--- config.mk ---
export PLATFORM = sky130hd
export DESIGN_NAME = modular_exponentiation
export DESIGN_NICKNAME = d
export VERILOG_FILES = /design/src/rtl/mexp_pkg.sv /design/src/rtl/mexp_ctrl.sv /design/src/rtl/mexp_dp.sv /design/src/rtl/modular_exponentiation.sv
export SDC_FILE = /design/constraint.sdc
export NUM_CORES = 1
export LEC_CHECK = 0
export BUFFER_PORTS_ARGS = -buffer_cell sky130_fd_sc_hd__buf_2
export CAP_MARGIN = 40
export CORE_MARGIN = 5
export CORE_UTILIZATION = 23
export CTS_CLUSTER_SIZE = 10
export DETAILED_ROUTE_END_ITERATION = 12
export PLACE_DENSITY = 0.35
export SLEW_MARGIN = 20
export SYNTH_ARGS = -nofsm -noshare
export SYNTH_HDL_FRONTEND = slang
export SYNTH_HIERARCHICAL = 1
export SYNTH_SLANG_ARGS = --single-unit
--- constraint.sdc ---
create_clock -name clk_i -period 9.8 [get_ports clk_i]
set_input_delay 0.49 -clock clk_i [delete_from_list [all_inputs] [get_ports clk_i]]
set_output_delay 0.49 -clock clk_i [all_outputs]
set_load 0.1 [all_outputs]
--- src/rtl/mexp_pkg.sv ---
// Shared types and constants for the modular exponentiation block.
// No dependencies; used by the controller, the datapath and the top level.
package mexp_pkg;

  localparam int unsigned DEF_WIDTH = 64;

  typedef enum logic [2:0] {
    S_IDLE,
    S_CHECK,
    S_MUL,
    S_EBIT,
    S_SQ,
    S_DONE
  } state_e;

  // Which modular product the shared multiplier forms.
  typedef enum logic [1:0] {
    OP_REDUCE,  // 1 * base, which leaves base reduced by the modulus
    OP_MUL_R,   // result * base, written to result
    OP_SQR      // base * base, written to base
  } op_e;

  typedef struct packed {
    logic load;       // capture a new request
    logic set_one;    // result becomes 1
    logic set_zero;   // result becomes 0
    logic mul_start;  // load multiplier operands for op
    op_e  op;
    logic step;       // one multiplier bit step
    logic finish;     // write the product of this step to its destination
    logic shift_exp;  // drop the low exponent bit
  } cmd_t;

  typedef struct packed {
    logic exp_zero;
    logic exp_lsb;
    logic exp_rest_zero;
    logic mod_one;
    logic base_zero;
    logic mul_last;
  } status_t;

endpackage

--- src/rtl/mexp_ctrl.sv ---
// Sequencer for square and multiply: issues datapath commands per exponent bit.
// Depends on mexp_pkg.
module mexp_ctrl (
  input  logic              clk_i,
  input  logic              rst_ni,
  input  logic              start,
  input  mexp_pkg::status_t status_i,
  output mexp_pkg::cmd_t    cmd_o,
  output logic              busy,
  output logic              done_o
);

  mexp_pkg::state_e state_q, state_d;
  mexp_pkg::op_e    op_q, op_d;

  always_ff @(posedge clk_i or negedge rst_ni) begin
    if (!rst_ni) begin
      state_q <= mexp_pkg::S_IDLE;
      op_q    <= mexp_pkg::OP_REDUCE;
    end else begin
      state_q <= state_d;
      op_q    <= op_d;
    end
  end

  always_comb begin
    state_d = state_q;
    op_d    = op_q;
    unique case (state_q)
      mexp_pkg::S_IDLE: begin
        if (start) state_d = mexp_pkg::S_CHECK;
      end
      mexp_pkg::S_CHECK: begin
        if (status_i.exp_zero || status_i.mod_one || status_i.base_zero) begin
          state_d = mexp_pkg::S_DONE;
        end else begin
          state_d = mexp_pkg::S_MUL;
          op_d    = mexp_pkg::OP_REDUCE;
        end
      end
      mexp_pkg::S_MUL: begin
        if (status_i.mul_last) begin
          state_d = (op_q == mexp_pkg::OP_MUL_R) ? mexp_pkg::S_SQ : mexp_pkg::S_EBIT;
        end
      end
      mexp_pkg::S_EBIT: begin
        if (status_i.exp_zero) begin
          state_d = mexp_pkg::S_DONE;
        end else if (status_i.exp_lsb) begin
          state_d = mexp_pkg::S_MUL;
          op_d    = mexp_pkg::OP_MUL_R;
        end else begin
          state_d = mexp_pkg::S_SQ;
        end
      end
      mexp_pkg::S_SQ: begin
        if (status_i.exp_rest_zero) begin
          state_d = mexp_pkg::S_DONE;
        end else begin
          state_d = mexp_pkg::S_MUL;
          op_d    = mexp_pkg::OP_SQR;
        end
      end
      mexp_pkg::S_DONE: state_d = mexp_pkg::S_IDLE;
      default:          state_d = mexp_pkg::S_IDLE;
    endcase
  end

  always_comb begin
    cmd_o  = '0;
    cmd_o.op = op_d;
    busy   = (state_q != mexp_pkg::S_IDLE);
    done_o = (state_q == mexp_pkg::S_DONE);
    unique case (state_q)
      mexp_pkg::S_IDLE: cmd_o.load = start;
      mexp_pkg::S_CHECK: begin
        // Zero exponent and unit modulus take priority over a zero base.
        if (status_i.exp_zero || status_i.mod_one) cmd_o.set_one = 1'b1;
        else if (status_i.base_zero)                cmd_o.set_zero = 1'b1;
        else                                        cmd_o.mul_start = 1'b1;
      end
      mexp_pkg::S_MUL: begin
        cmd_o.op     = op_q;
        cmd_o.step   = 1'b1;
        cmd_o.finish = status_i.mul_last;
      end
      mexp_pkg::S_EBIT: cmd_o.mul_start = !status_i.exp_zero && status_i.exp_lsb;
      mexp_pkg::S_SQ: begin
        cmd_o.shift_exp = 1'b1;
        cmd_o.mul_start = !status_i.exp_rest_zero;
      end
      mexp_pkg::S_DONE: ;
      default: ;
    endcase
  end

endmodule

--- src/rtl/mexp_dp.sv ---
// Datapath: operand registers and a bit-serial modular multiplier, one bit a cycle.
// Depends on mexp_pkg.
module mexp_dp #(
  parameter int unsigned WIDTH = mexp_pkg::DEF_WIDTH
) (
  input  logic              clk_i,
  input  logic              rst_ni,
  input  logic [63:0]       base_i,
  input  logic [63:0]       exponent_i,
  input  logic              cfg_we_i,
  input  logic [63:0]       cfg_data_i,
  input  mexp_pkg::cmd_t    cmd_i,
  output mexp_pkg::status_t status_o,
  output logic [63:0]       power_o
);

  localparam int unsigned CW = $clog2(WIDTH);

  logic [WIDTH-1:0] mod_q;
  logic [WIDTH-1:0] base_q, base_d;
  logic [WIDTH-1:0] exp_q, exp_d;
  logic [WIDTH-1:0] res_q, res_d;
  logic [WIDTH-1:0] acc_q, acc_d;
  logic [WIDTH-1:0] mcand_q, mcand_d;
  logic [WIDTH-1:0] mplier_q, mplier_d;
  logic [CW-1:0]    cnt_q, cnt_d;

  logic             mod_zero;
  logic [WIDTH:0]   dbl, dbl_r, sum, sum_r;
  logic [WIDTH-1:0] prod;

  assign mod_zero = (mod_q == '0);

  // acc = 2*acc (+ mcand) reduced; with a zero modulus the sum simply wraps.
  always_comb begin
    dbl   = {acc_q, 1'b0};
    dbl_r = (!mod_zero && dbl >= {1'b0, mod_q}) ? dbl - {1'b0, mod_q} : dbl;
    sum   = {1'b0, dbl_r[WIDTH-1:0]} +
            (mplier_q[WIDTH-1] ? {1'b0, mcand_q} : '0);
    sum_r = (!mod_zero && sum >= {1'b0, mod_q}) ? sum - {1'b0, mod_q} : sum;
    prod  = sum_r[WIDTH-1:0];
  end

  always_ff @(posedge clk_i or negedge rst_ni) begin
    if (!rst_ni) mod_q <= '0;
    else if (cfg_we_i) mod_q <= cfg_data_i[WIDTH-1:0];
  end

  always_comb begin
    base_d   = base_q;
    exp_d    = exp_q;
    res_d    = res_q;
    acc_d    = acc_q;
    mcand_d  = mcand_q;
    mplier_d = mplier_q;
    cnt_d    = cnt_q;
    if (cmd_i.load) begin
      base_d = base_i[WIDTH-1:0];
      exp_d  = exponent_i[WIDTH-1:0];
      res_d  = WIDTH'(1);
    end
    if (cmd_i.set_one)  res_d = WIDTH'(1);
    if (cmd_i.set_zero) res_d = '0;
    if (cmd_i.shift_exp) exp_d = exp_q >> 1;
    if (cmd_i.mul_start) begin
      acc_d = '0;
      cnt_d = CW'(WIDTH - 1);
      unique case (cmd_i.op)
        mexp_pkg::OP_REDUCE: begin
          mcand_d  = WIDTH'(1);
          mplier_d = base_q;
        end
        mexp_pkg::OP_MUL_R: begin
          mcand_d  = base_q;
          mplier_d = res_q;
        end
        mexp_pkg::OP_SQR: begin
          mcand_d  = base_q;
          mplier_d = base_q;
        end
        default: ;
      endcase
    end
    if (cmd_i.step) begin
      acc_d    = prod;
      mplier_d = mplier_q << 1;
      cnt_d    = cnt_q - 1'b1;
    end
    if (cmd_i.finish) begin
      if (cmd_i.op == mexp_pkg::OP_MUL_R) res_d = prod;
      else                                base_d = prod;
    end
  end

  always_ff @(posedge clk_i) begin
    base_q   <= base_d;
    exp_q    <= exp_d;
    res_q    <= res_d;
    acc_q    <= acc_d;
    mcand_q  <= mcand_d;
    mplier_q <= mplier_d;
    cnt_q    <= cnt_d;
  end

  assign status_o.exp_zero      = (exp_q == '0);
  assign status_o.exp_lsb       = exp_q[0];
  assign status_o.exp_rest_zero = ((exp_q >> 1) == '0);
  assign status_o.mod_one       = (mod_q == WIDTH'(1));
  assign status_o.base_zero     = (base_q == '0);
  assign status_o.mul_last      = (cnt_q == '0);

  assign power_o = 64'(res_q);

endmodule

--- src/rtl/modular_exponentiation.sv ---
// Top level of the modular exponentiation block: controller plus datapath.
// Depends on mexp_pkg, mexp_ctrl and mexp_dp.
//
// A request (base_i, exponent_i) is taken when start is high and busy is low;
// power_o is valid for the single cycle in which done_o is high, and must be
// taken then since the block cannot be stalled. All products go through one
// bit-serial modular multiplier. A request needs one reduction of the base,
// one multiply per set exponent bit and one squaring per exponent bit below
// the highest set one. Zero exponent, a modulus of one or a zero base finish
// without using the multiplier. The next request can be taken in the cycle
// after the strobe. The modulus is written through cfg_valid_i/cfg_data_i;
// the user must write it only while the block is idle, which the block
// itself does not enforce.
module modular_exponentiation #(
  parameter int unsigned WIDTH = mexp_pkg::DEF_WIDTH
) (
  input  logic        clk_i,
  input  logic        rst_ni,
  input  logic        start,
  output logic        busy,
  input  logic [63:0] base_i,
  input  logic [63:0] exponent_i,
  output logic        done_o,
  output logic [63:0] power_o,
  input  logic        cfg_valid_i,
  output logic        cfg_ready_o,
  input  logic [63:0] cfg_data_i
);

  mexp_pkg::cmd_t    cmd;
  mexp_pkg::status_t status;
  logic              busy_int;

  assign busy        = busy_int;
  assign cfg_ready_o = 1'b1;

  mexp_ctrl u_ctrl (
    .clk_i    (clk_i),
    .rst_ni   (rst_ni),
    .start    (start),
    .status_i (status),
    .cmd_o    (cmd),
    .busy     (busy_int),
    .done_o   (done_o)
  );

  mexp_dp #(
    .WIDTH (WIDTH)
  ) u_dp (
    .clk_i      (clk_i),
    .rst_ni     (rst_ni),
    .base_i     (base_i),
    .exponent_i (exponent_i),
    .cfg_we_i   (cfg_valid_i),
    .cfg_data_i (cfg_data_i),
    .cmd_i      (cmd),
    .status_o   (status),
    .power_o    (power_o)
  );

endmodule
==> qor.yml, run 1 <==
run_status:
  status: "complete, no violations"
setup_path:
  cpMostUsedCell: "buf_4"
  rrSetupSlack_ns: 0.38
  critical_path_required_ns: 10.22
  critPathLaunchType: "register"
  max_stage_delay_ns: 0.49
  crit_path_max_fanout: 16
  end_kind: "register"
  arrival_ns: 9.84
  worstSetupPathType: "reg -> reg"
  crit_slowest_cell: "edfxtp_1"
clock_network:
  cts_buffer_depth: 3
  path_clk_slew_ns: 0.07
  cts-buffers-inserted: 59
  cts_tree: "yes"
  clock_latency_ns: 0.70
  root_buffer: "clkbuf_16"
  htree_levels: 2
  cts_sinks: 459
floorplan:
  rows: 136
  die_w_um: 383
  pin_count: 263
  core_mm2: 0.138
  dieArea_mm2: 0.146
  die_h_um: 383
  initial_core_util_pct: 23.2
timing:
  finalSetupViolations: 0
  setup_tns_ns: 0
  post-route-period-util_pct: 96.2
  slew_headroom_pct: 38.8
  skew_ns: 0.0498
  rsz0062_at_grt: "no"
  worst_pin_slew_ns: 0.910
  hold_viol: 0
  timing.hold.ws_ns: 0.0416
  finalCriticalPeriod_ns: 9.42
  clock.fmax_ghz: 0.106
  slew_viol_final: 0
route:
  drtIter0Drc: 1896
  antenna_left: 0
  vias: 29400
  dr.pass1.iters: 5
  avgViaCountPerCell: 4.83
  drcViolationCount: 0
  wire_per_inst_um: 23.9
  wl_um: 145000
final_layout:
  drive_gt1_share_pct: 26.6
  syn2layout_area_growth_pct: 30.9
  fin_nets: 4625
yosys:
  syn_nets: 3931
  synth_top_cell_by_area: "edfxtp_1"
  synth.avg_cell_area_um2: 9.03
  synth_warnings: 6
  postSynthCellCount: 3534
  synth_area_mm2: 0.0319
  synthDistinctLibCells: 91
  ys.flop_type: "edfxtp_1"
  ys_ff_latch: 459
  synth-edff-count: 260
  yosysMostFrequentCell: "nand2_1"
  async_reset_ff_share_pct: 15.0
  synthTopCellsByCount: "393 x nand2_1, 357 x o21ai_0, 260 x edfxtp_1, 245 x a21oi_1, 217 x nor2_1"
  ys_seq_area_share_pct: 38.0
  synth.area.top_cells: "edfxtp_1 24%, dfxtp_1 8.2%, ha_1 7.8%"
  synth_top_cell_area_share_pct: 24.5
place:
  hpwl_um: 118000
  port_buffers: 261
  gp_congestion: 0.893
min_path:
  min_path_type: "in -> reg"
global_route:
  antenna_found_initial: 23
  grt_pass1_wl_um: 207000
  grt_pass1_vias: 29400
  grt_max_degree: 114
  grt.total_usage_pct: 19.1
  grt_overflow_total: 0
flow_run:
  maxCapViolCount: 0
==> layer usage <==
metal	GRT usage, %	wire [um]	up-vias
li1	-	-	14300
met1	27.8	71600	14300
met2	29.2	62400	702
met3	3.66	8150	122
met4	4.51	3180	16
met5	0	104	-
==> placed cells by master, fill, tap and decap left out, types with 13 or more instances in the layout <==
cell type and count:
a211oi_1 19, a21o_1 110, a21oi_1 223, a21oi_2 23, a31oi_1 27, and2_1 150
and3_1 26, buf_2 259, buf_4 524, clkbuf_1 28, clkbuf_16 64, dfrtp_1 69
dfxtp_1 130, diode_2 18, dlygate4sd3_1 20, edfxtp_1 260, ha_1 184, inv_1 128
mux2_1 51, mux2_2 125, mux2i_1 85, nand2_1 389, nand2b_1 23, nand3_1 54
nand4_1 69, nor2_1 213, nor2b_1 31, nor3_1 43, nor4_1 53, o211ai_1 20
o21a_1 21, o21ai_0 350, o21ai_1 16, o21bai_1 35, o31ai_1 13, or3_1 13
xnor2_1 101, xor2_1 67
==> area by class of cell <==
cell class | count | area [um2]
diodes | 18 | 45.0
multi-input cells | 2755 | 19100
flip-flops and latches | 459 | 12100
clock buffers | 96 | 1740
clock inverters | 15 | 171
well taps | 1794 | 2240
repair buffers | 823 | 5840
inverters | 130 | 489
fillers | 14500 | 95900
==> path summary, 6_finish.rpt <==
kind,start,end,cells past startpoint
max,u_dp/acc_q[16]$_SDFFCE_PN0P_,u_dp/acc_q[44]$_SDFFCE_PN0P_,40
min,cfg_data_i[16],u_dp/mod_q[16]$_DFFE_PN0P_,3
max reg2reg,u_dp/acc_q[16]$_SDFFCE_PN0P_,u_dp/acc_q[44]$_SDFFCE_PN0P_,40
min reg2reg,u_dp/power_o[58]$_DFF_P_,u_dp/power_o[58]$_DFF_P_,2
max in group asynchronous,rst_ni,u_dp/mod_q[55]$_DFFE_PN0P_,3
min in group asynchronous,rst_ni,u_ctrl/op_q[1]$_DFF_PN0_,2
==> cell families (layout without fill, tap and decap cells) <==
logic type | count (synthesis) | after routing | synth area share (%)
buffers and inverters | 320 | 1064 | 4.07
flip-flops | 459 | 459 | 38.0
adder cells (fa/ha/maj) | 201 | 201 | 7.95
other | 1 | 19 | 0.0117
XOR/XNOR | 170 | 170 | 4.67
AND/OR/NAND/NOR | 1135 | 1135 | 17.4
multiplexers | 273 | 273 | 9.25
AO/OA/AOI/OAI | 975 | 975 | 18.6
==> what timing repair did <==
action	in CTS	in global routing
endpoints found under the setup margin	184	192
cloned	0	2
hold buffers	20	0
hold endpoints to repair	44	0
pin swaps	0	15
buffers inserted	0	11
resized for setup	22	88
==> registers in the layout, summed over array words and instances (netlist names) <==
| name | count |
|---|---|
| u_dp/mplier_q | 64 |
| u_dp/cnt_q | 6 |
| u_dp/exp_q | 64 |
| u_dp/mcand_q | 64 |
| u_ctrl/state_q | 3 |
| u_dp/acc_q | 64 |
| u_dp/base_q | 64 |
| u_ctrl/op_q | 2 |
| u_dp/power_o | 64 |
| u_dp/mod_q | 64 |
==> critical path: cells and delay by family (launching register included) <==
family,cells,cell delay (ns)
xor+xnor,1,0.33
buf+inv,10,1.75
fa+ha+maj,3,1.13
mux,2,0.81
flops,1,0.49
simple gates,16,2.98
compound gates,8,1.67
==> stage by stage <==
| stage | cell area (um2) | std cells | util [%] | setup WS [ns] |
|---|---|---|---|---|
| finish | 41800 | 6090 | 30.4 | 0.377 |
| global route | 41700 | 6075 | 30.3 | 0.0222 |
| CTS | 41100 | 6058 | 29.9 | 0.00796 |
| detailed placement | 38900 | 5927 | 28.3 | -0.360 |
| global placement | 38800 | 5921 | 28.2 | -0.358 |
| floorplan | 31900 | 3534 | - | 1.60 |
Power of run 1 is left out: the tool's default activity adds up to more than one toggle a clock period on the data nets, which glitch-free logic cannot reach.
==> inputs of run 2 (changes only) <==
--- a/config.mk
+++ b/config.mk
@@ -11,7 +11,7 @@
 export CORE_UTILIZATION = 23
 export CTS_CLUSTER_SIZE = 10
 export DETAILED_ROUTE_END_ITERATION = 12
-export PLACE_DENSITY = 0.35
+export PLACE_DENSITY = 0.36
 export SLEW_MARGIN = 20
 export SYNTH_ARGS = -nofsm -noshare
 export SYNTH_HDL_FRONTEND = slang
==> constraint.sdc (replaced) <==
create_clock -name clk_i -period 8.3 [get_ports clk_i]
set_input_delay 0.415 -clock clk_i [delete_from_list [all_inputs] [get_ports clk_i]]
set_output_delay 0.415 -clock clk_i [all_outputs]
set_load 0.1 [all_outputs]
==> qor.yml, run 2 (synthesis gave the netlist of run 1 again) <==
route:
  wire_per_inst_um: 22.7
  drcViolationCount: 0
  dr.pass1.iters: 5
  vias: 31800
  antenna_left: 0
  avgViaCountPerCell: 4.74
  wl_um: 152000
  drtIter0Drc: 1863
final_layout:
  final_core_util_pct: 35.9
  mostFrequentLayoutCells: "1008 x buf_4, 375 x nand2_1, 260 x buf_2, 260 x edfxtp_1, 238 x o21ai_0"
  layout_commonest_cell: "buf_4"
  fillCellCount: 14100
  drive_gt1_share_pct: 41.7
  fin_cells: 6707
  fin_nets: 5248
  regArea_mm2: 0.0121
  syn2layout_area_growth_pct: 55.0
  multiInputGateArea_mm2: 0.0215
setup_path:
  path_depth: 40
  worstSetupPathType: "reg -> reg"
  critical_path_required_ns: 8.84
  max_stage_delay_ns: 0.58
  worst-path-buf-inv: 11
  arrival_ns: 9.45
  end_kind: "register"
  crit_slowest_cell: "or4_4"
  r2r_cells: 40
  critPathLaunchType: "register"
  cp_top_family: "compound AO/OA/AOI/OAI gates"
  cpMostUsedCell: "buf_4"
  crit_path_max_fanout: 8
place:
  hpwl_um: 123000
  port_buffers: 261
  gp_congestion: 0.892
  dpl.cell_count: 6436
clock_network:
  htree_levels: 2
  cts_buffer_depth: 3
  cts_sinks: 459
  path_clk_slew_ns: 0.06
  cts-buffers-inserted: 58
  cts_tree: "yes"
  clock_latency_ns: 0.67
  root_buffer: "clkbuf_16"
flow_run:
  maxCapViolCount: 0
timing:
  hold_viol: 0
  clock.fmax_ghz: 0.112
  post-route-period-util_pct: 107
  rsz0062_at_grt: "yes"
  worst_pin_slew_ns: 0.885
  skew_ns: 0.0215
  fin_ws_ns: -0.616
  slew_headroom_pct: 39.5
  finalSetupViolations: 192
  finalCriticalPeriod_ns: 8.92
  slew_viol_final: 0
floorplan:
  die_h_um: 383
  die_w_um: 383
  rows: 136
  core_mm2: 0.138
  initial_core_util_pct: 23.2
  dieArea_mm2: 0.146
  pin_count: 263
global_route:
  grt_max_degree: 65
  grt_pass1_vias: 31800
  grt_overflow_total: 0
  grt_pass1_wl_um: 218000
  antenna_found_initial: 19
  grt.total_usage_pct: 19.9
min_path:
  min_path_type: "in -> reg"
  holdPathStages: 3
run_status:
  status: "complete, but fails checks"
  violations: "negative setup slack"
## run 2: layout make-up
cell class | count | share of cell area [%]
Antenna cell | 13 | 0.0658
Sequential cell | 459 | 24.5
Tap cell | 1794 | 4.54
Inverter | 130 | 0.987
Clock buffer | 95 | 3.42
Clock inverter | 14 | 0.359
Timing Repair Buffer | 1447 | 22.6
Multi-Input combinational cell | 2755 | 43.5
## run 2: worst register-to-register path: cells and delay by family, from the launching register on
| kind | cells | cell delay, ns |
|---|---|---|
| flops | 1 | 0.45 |
| fa+ha+maj | 3 | 0.83 |
| compound gates | 17 | 3.33 |
| mux | 2 | 0.67 |
| simple gates | 6 | 1.57 |
| xor+xnor | 1 | 0.20 |
| buf+inv | 11 | 1.75 |
## run 2: worst paths after layout
| kind | startpoint | slack [ns] | endpoint |
|---|---|---|---|
| min | cfg_data_i[51] | 0.04 | u_dp/mod_q[51]$_DFFE_PN0P_ |
| min in group asynchronous | rst_ni | 0.21 | u_dp/mod_q[3]$_DFFE_PN0P_ |
| min reg2reg | u_dp/power_o[42]$_DFF_P_ | 0.46 | u_dp/power_o[42]$_DFF_P_ |
| max | u_dp/acc_q[1]$_SDFFCE_PN0P_ | -0.62 | u_dp/base_q[23]$_DFF_P_ |
| max reg2reg | u_dp/acc_q[1]$_SDFFCE_PN0P_ | -0.62 | u_dp/base_q[23]$_DFF_P_ |
| max in group asynchronous | rst_ni | 7.26 | u_dp/mod_q[52]$_DFFE_PN0P_ |
## run 2: metal layers
| metal | part of all wire (%) | track usage [%] | up-vias |
|---|---|---|---|
| met2 | 42 | 30.2 | 747 |
| met1 | 49 | 29.4 | 15300 |
| met5 | 0.076 | 0 | - |
| met4 | 2.4 | 4.30 | 16 |
| met3 | 5.9 | 3.76 | 143 |
| li1 | - | - | 15600 |
## run 2: timing repair
| action | 4_1_cts | 5_1_grt |
|---|---|---|
| buffers inserted | 37 | 45 |
| gates resized for setup | 388 | 395 |
| endpoints found under the hold margin | 82 | 0 |
| endpoints found under the setup margin | 192 | 192 |
| hold buffers | 67 | 0 |
| cloned | 5 | 4 |
| pin swaps | 122 | 144 |
## run 2: through the flow
stage | cell area, um2 | TNS [ns] | worst slack [ns] | hold WS [ns]
2_1_floorplan | 31900 | 0 | 0.0995 | 0.119
3_3_place_gp | 42600 | -270.80 | -1.66 | 0.354
3_5_place_dp | 42700 | -285.04 | -1.74 | 0.357
4_1_cts | 47500 | -69.87 | -0.503 | 0.0000647
5_1_grt | 49400 | -140.50 | -0.886 | 0.0172
6_report | 49500 | -94.73 | -0.616 | 0.0394
Power of run 2 is left out for the same reason.
